<file path="src/design/split_direct_mapped_cache_tags_top_defines.svh">
// Assertion macros shared by the split cache tag design.
// Expects clk and rst_n in the scope that uses them; no other dependencies.
`ifndef SPLIT_DIRECT_MAPPED_CACHE_TAGS_TOP_DEFINES_SVH
`define SPLIT_DIRECT_MAPPED_CACHE_TAGS_TOP_DEFINES_SVH

// Check the consequent in the same cycle as the antecedent.
`define SDMCT_ASSERT_SAME(lbl, ante, cons, msg) \
  lbl: assert property (@(posedge clk) disable iff (!rst_n) (ante) |-> (cons)) \
    else $error(msg);

// Check the consequent in the cycle after the antecedent.
`define SDMCT_ASSERT_NEXT(lbl, ante, cons, msg) \
  lbl: assert property (@(posedge clk) disable iff (!rst_n) (ante) |=> (cons)) \
    else $error(msg);

`endif

</file>
<file path="src/design/sdmct_pkg.sv">
// Shared widths, register indexes, command struct and counter helpers for the
// split direct-mapped cache tag design. No dependencies.
package sdmct_pkg;

  localparam int unsigned ADDR_W     = 32;
  localparam int unsigned TAG_W      = 32;
  localparam int unsigned IDX_W      = 10;
  localparam int unsigned LINES      = 1 << IDX_W;
  localparam int unsigned CNT_W      = 32;
  localparam int unsigned CFG_IDX_W  = 2;
  localparam int unsigned CFG_DATA_W = 4;
  localparam int unsigned SHIFT_W    = 5;

  localparam logic [CFG_IDX_W-1:0] REG_DATA_INDEX   = 2'd0;
  localparam logic [CFG_IDX_W-1:0] REG_DATA_OFFSET  = 2'd1;
  localparam logic [CFG_IDX_W-1:0] REG_INSTR_INDEX  = 2'd2;
  localparam logic [CFG_IDX_W-1:0] REG_INSTR_OFFSET = 2'd3;

  localparam logic [CFG_DATA_W-1:0] RST_INDEX_BITS  = 4'd6;
  localparam logic [CFG_DATA_W-1:0] RST_OFFSET_BITS = 4'd4;
  localparam logic [CFG_DATA_W-1:0] MAX_INDEX_BITS  = CFG_DATA_W'(IDX_W);

  localparam logic SEL_DATA  = 1'b0;
  localparam logic SEL_INSTR = 1'b1;

  // Controller to datapath commands.
  typedef struct packed {
    logic             clr_en;
    logic [IDX_W-1:0] clr_addr;
    logic             accept;
    logic             commit;
  } dp_cmd_t;

  typedef struct packed {
    logic [CNT_W-1:0] acc;
    logic [CNT_W-1:0] hits;
    logic [CNT_W-1:0] misses;
  } cnt_t;

  function automatic logic [CNT_W-1:0] sat_inc(input logic [CNT_W-1:0] v);
    return (&v) ? v : v + CNT_W'(1);
  endfunction

endpackage

</file>
<file path="src/design/sdmct_ctrl.sv">
// Sequencing controller: post-reset clearing pass, accept, commit, output valid.
// Depends on sdmct_pkg and the shared assertion macro header.
`include "split_direct_mapped_cache_tags_top_defines.svh"

module sdmct_ctrl (
  input  logic                clk,
  input  logic                rst_n,
  input  logic                in_valid,
  output logic                in_ready,
  output logic                out_valid,
  input  logic                out_ready,
  output sdmct_pkg::dp_cmd_t  cmd
);

  typedef enum logic [1:0] {ST_CLEAR, ST_IDLE, ST_CMP} state_t;

  state_t                          state_r, state_nxt;
  logic [sdmct_pkg::IDX_W-1:0]     clr_cnt_r, clr_cnt_nxt;
  logic                            out_valid_r, out_valid_nxt;
  logic                            out_free;

  assign out_free = !out_valid_r || out_ready;

  always_comb begin
    cmd.clr_en   = (state_r == ST_CLEAR);
    cmd.clr_addr = clr_cnt_r;
    cmd.accept   = (state_r == ST_IDLE) && in_valid;
    cmd.commit   = (state_r == ST_CMP) && out_free;

    state_nxt     = state_r;
    clr_cnt_nxt   = clr_cnt_r;
    out_valid_nxt = cmd.commit ? 1'b1 : (out_valid_r && !out_ready);

    case (state_r)
      ST_CLEAR: begin
        clr_cnt_nxt = clr_cnt_r + sdmct_pkg::IDX_W'(1);
        if (clr_cnt_r == sdmct_pkg::IDX_W'(sdmct_pkg::LINES - 1)) begin
          state_nxt = ST_IDLE;
        end
      end
      ST_IDLE: begin
        if (cmd.accept) begin
          state_nxt = ST_CMP;
        end
      end
      ST_CMP: begin
        // hold here until the output register is free
        if (cmd.commit) begin
          state_nxt = ST_IDLE;
        end
      end
      default: begin
        state_nxt = ST_CLEAR;
      end
    endcase
  end

  always_ff @(posedge clk) begin
    if (!rst_n) begin
      state_r     <= ST_CLEAR;
      clr_cnt_r   <= '0;
      out_valid_r <= 1'b0;
    end else begin
      state_r     <= state_nxt;
      clr_cnt_r   <= clr_cnt_nxt;
      out_valid_r <= out_valid_nxt;
    end
  end

  assign in_ready  = (state_r == ST_IDLE);
  assign out_valid = out_valid_r;

  `SDMCT_ASSERT_SAME(a_commit_room, cmd.commit, !out_valid_r || out_ready,
                     "commit overwrote a pending output word")
  `SDMCT_ASSERT_NEXT(a_one_at_a_time, in_valid && in_ready, !in_ready,
                     "accepted a word while one is in flight")
  `SDMCT_ASSERT_NEXT(a_commit_shows, cmd.commit, out_valid,
                     "committed word not presented")
  `SDMCT_ASSERT_NEXT(a_clear_done,
                     cmd.clr_en && (clr_cnt_r == sdmct_pkg::IDX_W'(sdmct_pkg::LINES - 1)),
                     in_ready, "clearing pass did not end in idle")

endmodule

</file>
<file path="config.mk">
export PLATFORM = sky130hd
export DESIGN_NAME = sdmct_ctrl
export DESIGN_NICKNAME = d
export VERILOG_FILES = /design/src/design/sdmct_pkg.sv /design/src/design/sdmct_ctrl.sv
export VERILOG_INCLUDE_DIRS = /design/src /design/src/design
export SDC_FILE = /design/constraint.sdc
export NUM_CORES = 1
export LEC_CHECK = 0
export BUFFER_PORTS_ARGS = -buffer_cell sky130_fd_sc_hd__buf_4
export CAP_MARGIN = 40
export CORE_AREA = 2 2 39 41
export CTS_BUF_LIST = sky130_fd_sc_hd__clkbuf_16
export DETAILED_ROUTE_END_ITERATION = 6
export DIE_AREA = 0 0 41 43
export HOLD_SLACK_MARGIN = 0.08
export PLACE_DENSITY_LB_ADDON = 0.05
export SLEW_MARGIN = 20
export SYNTH_ARGS = -nofsm -noshare
export SYNTH_HDL_FRONTEND = slang
export SYNTH_SLANG_ARGS = --single-unit
</file>
<file path="constraint.sdc">
create_clock -name clk -period 3.5 [get_ports clk]
set_input_delay 0.175 -clock clk [delete_from_list [all_inputs] [get_ports clk]]
set_output_delay 0.175 -clock clk [all_outputs]
set_load 0.03 [all_outputs]
</file>
==> Word-level counts from Yosys, hierarchy flattened <==
Cells that the tools add are included.
{ "totals": {"reg_bits": 13, "latch_bits": 0, "ramBits": 0, "rom_bits": 0, "inputBits": 4, "wordCells": 23, "memories": 0} }
{ "op_classes": {"n_addsub": 1, "n_mul": 0, "n_div": 0, "magnitude_cmp": 0, "eq_ne": 6, "shifts": 0, "muxes": 5, "n_bitwise": 0, "reduce_logical": 8} }
{ "ops": {"columns": ["cell", "n"], "rows": [
  ["adder 10 x 1 -> 10 bit, second input constant", 1],
  ["== test 10 bit, second input constant", 1],
  ["two-way mux 2 bit", 3],
  ["case mux 2 bit (3 select lines)", 1],
  ["inequality test 2 x 1 -> 1 bit, second input constant", 2],
  ["logical AND 1 bit", 3],
  ["AND reduction 3 bit", 1],
  ["== test 2 x 1 -> 1 bit, second input constant", 1],
  ["== test 2 bit, second input constant", 1],
  ["zero test 1 bit", 2],
  ["zero test 2 bit", 1],
  ["inequality test 2 bit, second input constant", 1],
  ["logical OR 1 bit", 1],
  ["two-way mux 1 bit", 1]
]} }

==> Depth between registers and ports, before layout <==
Gate-level depths: netlist (run 1).
{ "logic_depth": {"depth_word": 5, "depth_mapped": 5, "ltp_nobuf": 4} }

==> Worst setup path after synthesis (run 1) <==
OpenSTA, ideal clock, no wires.
{ "synth_timing": {"kind": "register to register", "start": "register clr_cnt_r[0] in the netlist's numbering", "end": "register clr_cnt_r[8] in the netlist's numbering", "setup_ns": 0.072, "arrival_time_ns": 1.739, "slack_ns": 1.689, "stages_incl_launch_ff": 6, "path_buffers": 1, "synth_period_minus_slack_ns": 1.811, "path_cell_list": "dfxtp_1 ha_1 or3b_1 clkbuf_2 or4_1 a21oi_1"} }
{ "synth_between": {"elab_chain_cells": 1} }
{ "synth_rtl": {"columns": ["element", "line_no", "text"], "rows": [
  ["from (decl)", "sdmct_ctrl.sv:18", "logic [sdmct_pkg::IDX_W-1:0] clr_cnt_r, clr_cnt_nxt;"],
  ["from (signal assigned)", "sdmct_ctrl.sv:65", "clr_cnt_r <= clr_cnt_nxt;"],
  ["adder 10 x 1 -> 10 bit", "sdmct_ctrl.sv:36", "clr_cnt_nxt = clr_cnt_r + sdmct_pkg::IDX_W'(1);"]
]} }
Every way passes these cells.
A chain may end at the register's enable or synchronous reset.

==> Worst setup path after layout (run 1) <==
{ "layout_timing": {"start": "register clr_cnt_r[0] in the netlist's numbering", "end": "register clr_cnt_r[6] in the netlist's numbering"} }
The elaborated chain is that of the path after synthesis.

==> results of run 1 <==
==> sequential cells by signal, summed over array words and instances, names as in the netlist <==
register   count
state_r        2
clr_cnt_r     10
out_valid      1
==> final timing paths <==
check / slack [ps] / from / end / cells after the start
worst max-delay path: 1830 / clr_cnt_r[0] / clr_cnt_r[6] / 4
worst min-delay path: 180 / rst_n / state_r[1] / 2
worst max register to register: 1830 / clr_cnt_r[0] / clr_cnt_r[6] / 4
worst min register to register: 490 / clr_cnt_r[9] / clr_cnt_r[9] / 2
==> synth_stat cells (2+ instances only) <==
cell type / n / area [um^2]
dfxtp_1: 13 / 260.3
a21oi_1: 9 / 45.04
nor2_1: 6 / 22.52
nand2_1: 5 / 18.77
o31ai_1: 4 / 30.03
or4_1: 4 / 30.03
inv_1: 3 / 11.26
o21ai_0: 3 / 15.01
nand2b_1: 2 / 12.51
or3_1: 2 / 12.51
xnor2_1: 2 / 17.52
==> layout make-up <==
type                       instances  area share, %
clock buffer                       3          9.077
clock inverter                     1         0.4539
inverter                           4          1.815
multi-input combinational         51          38.43
sequential                        13          31.47
tap                               16          2.421
timing repair buffer              18          16.34
==> worst max-delay path, cell delays in order, from the launching register on <==
cell and delay [ps]:
dfxtp_1 390, ha_1 180, or3b_1 450, or4_1 420
a21oi_1 150
==> where the power goes <==
part           switching, uW  internal [uW]
Clock                   62.9            151
Sequential              2.65            151
Combinational           15.1           9.93
==> routing by layer <==
metal	up-vias	global-route usage, %	share of wire (%)
met2	15	21.25	45
li1	290	-	-
met4	0	8.000	0.64
met3	2	4.712	5.0
met1	250	23.76	49
met5	-	0	0
==> metrics by stage <==
step,hold WS [ps],area [um^2],worst slack (ps)
3_3_place_gp,422.4,748.2,1900
4_1_cts,179.0,827.0,1820
3_5_place_dp,428.6,748.2,1836
6_report,178.9,827.0,1829
5_1_grt,202.5,827.0,1730
2_1_floorplan,292.5,601.8,1689
==> kinds of logic after synthesis <==
group	count (synthesis)	synth area share, %
flip-flops	13	43.24
buffers and inverters	6	3.948
multiplexers	1	1.663
adder cells (fa/ha/maj)	1	2.079
AO/OA/AOI/OAI	19	19.33
XOR/XNOR	2	2.911
AND/OR/NAND/NOR	28	26.82
==> results.sh, run 1 <==
export IMPL_max_slew_margin_pct=76.70
export IMPL_antenna_found_initial=0
export IMPL_nets=96
export IMPL_post_cts_buffers=0
export IMPL_fp_dieW_um=41
export IMPL_grt_use_total_pct=16.30
export IMPL_grt_ovfl_total=0
export IMPL_worstPathMaxFanout=7
export IMPL_ir_drop_mv=0.2423
export IMPL_h_tree_depth=1
export IMPL_ant_nets=0
export IMPL_finalSetupTns_ps=0
export IMPL_hp_class="in -> reg"
export IMPL_grt_pass1_wl_um=1945
export IMPL_fmax_ghz=0.5983
export IMPL_fp_dieH_um=43
export IMPL_start_util_pct=43.49
export IMPL_seqCellArea_um2=260.3
export IMPL_final_common_cell="buf_4"
export IMPL_power_uw=392.8
export IMPL_p_per_area_nw_per_um2=474.9
export IMPL_max_cap_viol_count=0
export IMPL_slew_violations=0
export IMPL_synth_edf_count=0
export IMPL_io_buffers=18
export IMPL_worstSetupPathType="reg -> reg"
export IMPL_synth_nets=75
export IMPL_core_um2=1384
export IMPL_rsz0062_at_grt="false"
export IMPL_cts_sinks=13
export IMPL_num_antenna_cells=0
export IMPL_start_kind="register"
export IMPL_final_cell_mix="buf_4 (18), dfxtp_1 (13), a21oi_1 (9)"
export IMPL_grt_max_degree=13
export IMPL_hold_buffers=0
export IMPL_synth_area_um2=601.8
export IMPL_wl_um=1257
export IMPL_endpoint_kind="register"
export IMPL_multi_input_area_um2=317.8
export IMPL_area_delta_synth_final_pct=37.42
export IMPL_gp_congestion=0.6738
export IMPL_final_setup_viol_count=0
export IMPL_via_per_inst=5.255
export IMPL_async_flop_share_pct=0
export IMPL_fill_cells=133
export IMPL_cts_tree="done"
export IMPL_finalHoldViolations=0
export IMPL_postCtsResizedCells=0
export IMPL_placedCellCount=102
export IMPL_fp_dieArea_um2=1763
export IMPL_yosys_cell_types_count=28
export IMPL_tightest_slew_ps=348.6
export IMPL_synth_warnings=0
export IMPL_drc=0
export IMPL_syn_inst=70
export IMPL_first_pass_iters=4
export IMPL_io_pins=19
export IMPL_vias=557
export IMPL_yosysSeqAreaShare_pct=43.24
export IMPL_clk_pin_slew_ps=50
export IMPL_dp_hpwl_um=910.6
export IMPL_clk_latency_ps=240
export IMPL_rows=14
export IMPL_required_ps=3660
export IMPL_cp_arrival_ps=1840
export IMPL_ys_flop_type="dfxtp_1"
export IMPL_wl_per_cell_um=11.86
export IMPL_numCtsBuffers=3
export IMPL_fin_crit_ps=1671
export IMPL_skew_ps=1.955
export IMPL_syn_area_per_cell_um2=8.598
export IMPL_fin_cells=106
export IMPL_power_leakage_uw=0.0003286
export IMPL_clock_tree_buffer_depth=2
export IMPL_grt_pass1_vias=444
export IMPL_finalCoreUtilization_pct=59.76
export IMPL_synth_seq_cells=13
export IMPL_fin_crit_sh_pct=47.76
export IMPL_drive_gt1_share_pct=23.33
export IMPL_drt_iter0_markers=9
export IMPL_clock_root_buffer="clkbuf_16"
export IMPL_status="finished, final reports clean"
(Power assumes the default switching activity.)
==> inputs of run 2 (changes only) <==
Settings changed: CORE_AREA 2 2 39 41 to default, CORE_MARGIN from default to 2, CORE_UTILIZATION from default to 42, DIE_AREA 0 0 41 43 to default.
Clock period 3.5 ns to 1.5 ns, I/O delays scaled along.
==> run 2 against run 1 <==
Cell area rose by 8.3%; sequential power rose by 130%; via count rose by 2.2%; largest cell class unchanged; highest routed layer unchanged.
==> results.sh, run 2 (same netlist as run 1, synthesis figures left out) <==
export IMPL_ant_nets=0
export IMPL_slew_violations=0
export IMPL_max_cap_viol_count=0
export IMPL_numCtsBuffers=3
export IMPL_drt_iter0_markers=8
export IMPL_largest_register_ffs=10
export IMPL_hp_class="in -> reg"
export IMPL_grt_pass1_vias=515
export IMPL_drive_gt1_share_pct=32.63
export IMPL_hold_start="out_ready"
export IMPL_min_to="out_valid"
export IMPL_placedCellCount=104
export IMPL_nets=101
export IMPL_max_slew_margin_pct=76.05
export IMPL_seq_power_share_pct=38.8
export IMPL_worstPathMaxFanout=6
export IMPL_p_per_area_nw_per_um2=1039
export IMPL_final_setup_viol_count=0
export IMPL_grt_max_degree=13
export IMPL_crit_path_top_delay_cell="or4_4"
export IMPL_fin_crit_sh_pct=99.89
export IMPL_reg2reg_from="clr_cnt_r[1]"
export IMPL_fp_dieArea_um2=1752
export IMPL_io_buffers=18
export IMPL_start_util_pct=45.68
export IMPL_cp_arrival_ps=1670
export IMPL_critPathMaxStageDelay_ps=420
export IMPL_io_pins=19
export IMPL_fp_dieH_um=41.86
export IMPL_power_leakage_uw=0.0003573
export IMPL_cpLargestDelayFamily="simple AND/OR/NAND/NOR gates"
export IMPL_antenna_found_initial=0
export IMPL_p_switching_uw=194.1
export IMPL_fmax_ghz=0.6674
export IMPL_h_tree_depth=1
export IMPL_rrSetupSlack_ps=2
export IMPL_power_clock_fraction_pct=53.7
export IMPL_start_kind="register"
export IMPL_fin_cells=110
export IMPL_fin_area_um2=895.9
export IMPL_rows=13
export IMPL_ir_drop_mv=0.9257
export IMPL_crit_cells=4
export IMPL_grt_pass1_wl_um=2256
export IMPL_skew_ps=0.4906
export IMPL_finalWorstSetupSlack_ps=1.594
export IMPL_swShare_pct=20.84
export IMPL_dp_slack_ps=-1.383
export IMPL_num_antenna_cells=0
export IMPL_gp_congestion=0.6822
export IMPL_cts_sinks=13
export IMPL_finalSetupTns_ps=0
export IMPL_finalHoldViolations=0
export IMPL_fin_crit_ps=1498
export IMPL_clk_latency_ps=240
export IMPL_dp_hpwl_um=976.9
export IMPL_clock_tree_buffer_depth=2
export IMPL_worstSetupPathType="reg -> reg"
export IMPL_r2r_cells=4
export IMPL_grt_use_total_pct=17.70
export IMPL_tightest_slew_ps=358.5
export IMPL_required_ps=1670
export IMPL_placed_cell_area_um2=789.5
export IMPL_top_register="clr_cnt_r"
export IMPL_fill_cells=112
export IMPL_via_per_inst=5.173
export IMPL_hold_depth=3
export IMPL_wl_per_cell_um=12.67
export IMPL_core_um2=1318
export IMPL_final_common_cell="buf_4"
export IMPL_rr_endpoint="clr_cnt_r[6]"
export IMPL_clk_pin_slew_ps=40
export IMPL_cp_cell_sequence="ha_4 -> or3b_4 -> or4_4 -> a21oi_2"
export IMPL_drc=0
export IMPL_power_frac_comb_pct=7.5
export IMPL_crit_buf_inv=0
export IMPL_rsz0062_at_grt="true"
export IMPL_fp_dieW_um=41.86
export IMPL_final_cell_mix="buf_4 (22), dfxtp_1 (11), a21oi_1 (8)"
export IMPL_area_delta_synth_final_pct=48.86
export IMPL_internal_power_uw=737.1
export IMPL_vias=569
export IMPL_status="finished, final reports clean"
export IMPL_first_pass_iters=4
export IMPL_cts_tree="done"
export IMPL_grt_ovfl_total=0
export IMPL_clock_root_buffer="clkbuf_16"
export IMPL_endpoint_kind="register"
export IMPL_power_uw=931.2
export IMPL_wl_um=1394
==> run 2: cell count changes in the layout (fill, tap and decap cells not counted) <==
cell           before  now
buf_4              18   22
dfxtp_1            13   11
dfxtp_4             0    2
a21oi_1             9    8
a21oi_2             0    1
dlygate4sd3_1       0    1
ha_1                1    0
ha_4                0    1
or3b_1              1    0
or3b_4              0    1
or4_1               4    3
or4_4               0    1
==> run 2: routing by layer <==
layer  GRT usage [%]  vias up  wire length (um)
li1                -      302                 -
met1           19.31      250               620
met2           28.44       13               658
met3           7.826        4                80
met4           9.677        0                35
met5               0        -                 0
==> run 2: metrics by stage <==
step           hold slack, ps  utilization (%)
6_report                134.7            68.00
5_1_grt                 142.0            68.00
4_1_cts                 131.8            66.86
3_5_place_dp            332.4            59.92
3_3_place_gp            331.3            59.92
2_1_floorplan           192.5                -
==> run 2: worst max-delay path by stage <==
stage | startpoint | to
floorplan | clr_cnt_r[0] | clr_cnt_r[8]
global placement | clr_cnt_r[0] | clr_cnt_r[8]
detailed placement | clr_cnt_r[1] | clr_cnt_r[6]
CTS | clr_cnt_r[1] | clr_cnt_r[6]
global route | clr_cnt_r[1] | clr_cnt_r[6]
finish | clr_cnt_r[1] | clr_cnt_r[6]
==> run 2: area by class of cell <==
class | count | area, um^2 | share of cell area, %
Tap cell | 15 | 18.77 | 2.095
Timing Repair Buffer | 23 | 175.2 | 19.55
Sequential cell | 13 | 267.8 | 29.89
Clock inverter | 1 | 3.754 | 0.4190
Multi-Input combinational cell | 51 | 340.3 | 37.99
Inverter | 4 | 15.01 | 1.676
Clock buffer | 3 | 75.07 | 8.380
==> run 2: what timing repair did <==
action                     in CTS  in global routing
hold buffers                    1                  0
setup endpoints to repair       2                  4
hold endpoints to repair        1                  0
gates cloned                    0                  0
setup buffers                   0                  1
gates resized for setup         1                  2
==> run 2: power groups by stage <==
stage | Sequential [uW] | Combinational [uW] | Clock [uW]
5_1_grt | 362 | 79.0 | 525
3_3_place_gp | 368 | 61.9 | 0
3_5_place_dp | 369 | 62.6 | 0
2_1_floorplan | 382 | 23.6 | 0
4_1_cts | 362 | 66.1 | 513
6_report | 361 | 69.8 | 500
==> run 2: worst min-delay path: stages <==
cell,delay (ps)
buf_4,80
nand2b_1,110
a21oi_1,60
==> inputs of run 3 (changes only) <==
Settings changed: ABC_AREA from default to 1, CELL_PAD_IN_SITES_DETAIL_PLACEMENT from default to 0, CELL_PAD_IN_SITES_GLOBAL_PLACEMENT from default to 1, CORE_UTILIZATION 42 to 30, SETUP_SLACK_MARGIN from default to 0.05.
==> run 3 against run 2 <==
Total power shrank 1.6%; core utilization shrank 24 points; register-to-register slack gained 250 ps; cell area shrank 0.70%; sequential share of layout area shrank 0.63 points; final cell count grew 27%; die area grew 45%; fmax grew 20%; largest power group unchanged; highest routed layer is now met3.
==> results.sh, run 3 <==
export IMPL_critical_path_startpoint="state_r[1]"
export IMPL_clock_tree_buffer_depth=2
export IMPL_hold_buffers=0
export IMPL_hold_depth=3
export IMPL_wl_per_cell_um=9.764
export IMPL_clk_pin_slew_ps=40
export IMPL_syn_inst=91
export IMPL_area_delta_synth_final_pct=37.79
export IMPL_cts_sinks=13
export IMPL_antenna_found_initial=0
export IMPL_fin_crit_ps=1250
export IMPL_largest_register_ffs=10
export IMPL_p_per_area_nw_per_um2=1031
export IMPL_grt_ovfl_total=0
export IMPL_synth_most_common_cell="nand2_1"
export IMPL_post_cts_buffers=0
export IMPL_drt_iter0_markers=15
export IMPL_finalSetupTns_ps=0
export IMPL_rsz0062_at_grt="false"
export IMPL_required_ps=1640
export IMPL_num_antenna_cells=0
export IMPL_async_flop_share_pct=0
export IMPL_slew_violations=0
export IMPL_fin_crit_sh_pct=83.33
export IMPL_clk_latency_ps=240
export IMPL_cts_tree="done"
export IMPL_met3_length_um=92
export IMPL_yosysSeqAreaShare_pct=40.31
export IMPL_fmax_ghz=0.8000
export IMPL_wl_met2_um=577
export IMPL_synth_area_um2=645.6
export IMPL_wl_um=1367
export IMPL_yosysTopAreaCell="dfxtp_1"
export IMPL_rows=16
export IMPL_first_pass_iters=4
export IMPL_power_uw=916.7
export IMPL_gp_congestion=0.7323
export IMPL_hold_start="rst_n"
export IMPL_fp_dieArea_um2=2539
export IMPL_yosys_top_cells_count="nand2_1 (17), nor2_1 (16), dfxtp_1 (13)"
export IMPL_dp_hpwl_um=1037
export IMPL_clock_root_buffer="clkbuf_16"
export IMPL_cp_common_cell="nand2_1"
export IMPL_core_um2=2002
export IMPL_postCtsResizedCells=0
export IMPL_hp_class="in -> reg"
export IMPL_final_setup_viol_count=0
export IMPL_ir_drop_mv=0.7173
export IMPL_grt_max_degree=14
export IMPL_nets=119
export IMPL_synth_edf_count=0
export IMPL_status="finished, final reports clean"
export IMPL_start_util_pct=32.25
export IMPL_grt_pass1_vias=538
export IMPL_max_slew_margin_pct=82.65
export IMPL_fp_dieH_um=50.39
export IMPL_io_buffers=18
export IMPL_yosys_cell_types_count=18
export IMPL_crit_path_top_delay_cell="dfxtp_1"
export IMPL_synth_top_cell_area_share_pct=40.31
export IMPL_drc=0
export IMPL_vias=597
export IMPL_finalHoldViolations=0
export IMPL_synth_warnings=0
export IMPL_synth_area_leaders="dfxtp_1 (40%), nand2_1 (9.9%), nor2_1 (9.3%)"
export IMPL_h_tree_depth=1
export IMPL_top_register="clr_cnt_r"
export IMPL_critPathMaxStageDelay_ps=350
export IMPL_io_pins=19
export IMPL_synth_seq_cells=13
export IMPL_fill_cells=220
export IMPL_endpoint_kind="register"
export IMPL_r2r_cells=6
export IMPL_ys_flop_type="dfxtp_1"
export IMPL_tightest_slew_ps=259.7
export IMPL_final_cell_mix="buf_4 (19), nand2_1 (17), nor2_1 (16)"
export IMPL_final_common_cell="buf_4"
export IMPL_numCtsBuffers=3
export IMPL_fp_dieW_um=50.39
export IMPL_grt_use_total_pct=11.96
export IMPL_ant_nets=0
export IMPL_dr_max_layer_used="met3"
export IMPL_reg2reg_from="state_r[1]"
export IMPL_grt_pass1_wl_um=2290
export IMPL_cp_cell_sequence="nor2_4 -> nand3_1 -> nor2_1 -> nand2_1 -> nand2_1 -> nor2_2"
export IMPL_via_per_inst=4.264
export IMPL_rrSetupSlack_ps=250
export IMPL_max_cap_viol_count=0
export IMPL_drive_gt1_share_pct=29.20
export IMPL_routedLengthMet1_um=697
export IMPL_worstPathMaxFanout=9
export IMPL_cp_arrival_ps=1390
export IMPL_synth_nets=96
export IMPL_skew_ps=1.359
export IMPL_worstSetupPathType="reg -> reg"
export IMPL_syn_area_per_cell_um2=7.095
export IMPL_power_leakage_uw=0.0004089
export IMPL_start_kind="register"
run 3: cell types whose count changed after synthesis, moves of 4 or more:
| cell | previous run | this run |
|---|---|---|
| nor2_1 | 6 | 16 |
| or4_1 | 4 | 0 |
| o31ai_1 | 4 | 0 |
| inv_1 | 3 | 12 |
| nand3_1 | 1 | 6 |
| nand2_1 | 5 | 17 |
run 3: stage by stage:
stage / hold slack (ps) / setup slack, ps / instance area, um^2 / cells / utilization [%]
after CTS: 145.1 / 249.4 / 889.6 / 140 / 44.44
after detailed placement: 392.7 / 259.7 / 810.8 / 136 / 40.50
final: 146.7 / 250.0 / 889.6 / 140 / 44.44
after global routing: 163.4 / 121.5 / 889.6 / 140 / 44.44
after global placement: 393.4 / 205.6 / 810.8 / 136 / 40.50
after floorplan: 198.2 / 73.92 / 645.6 / 91 / -
run 3: cell type report:
type,count,area [um^2],share of cell area [%]
multi-input cells,64,325.3,36.57
flip-flops and latches,13,260.3,29.25
repair buffers,19,142.6,16.03
clock buffers,3,75.07,8.439
inverters,13,48.80,5.485
well taps,27,33.78,3.797
clock inverters,1,3.754,0.4219
run 3: worst paths after layout:
kind,endpoint
setup / recovery,clr_cnt_r[9]
hold / removal,clr_cnt_r[6]
setup reg to reg,clr_cnt_r[9]
hold reg to reg,clr_cnt_r[7]
run 3: logic make-up after synthesis:
group                    synth area share, %
AND/OR/NAND/NOR                        38.37
buffers and inverters                  9.301
flip-flops                             40.31
AO/OA/AOI/OAI                          10.08
adder cells (fa/ha/maj)                1.938
run 3: critical path, delay by kind of cell, from the launching register on:
family	cells	cell delay (ps)
flip-flops	1	350
AND/OR/NAND/NOR	6	800
run 3: power breakdown:
part           internal (uW)  leakage (uW)  switching (uW)
Clock                    351     0.0000423             139
Combinational           27.3      0.000261            38.1
Sequential               354      0.000105            7.20
run 3: metal layers:
layer / up-vias / track usage, %
met5: - / 0
li1: 330 / -
met2: 14 / 16.89
met3: 0 / 6.250
met1: 253 / 16.03
met4: 0 / 2.703
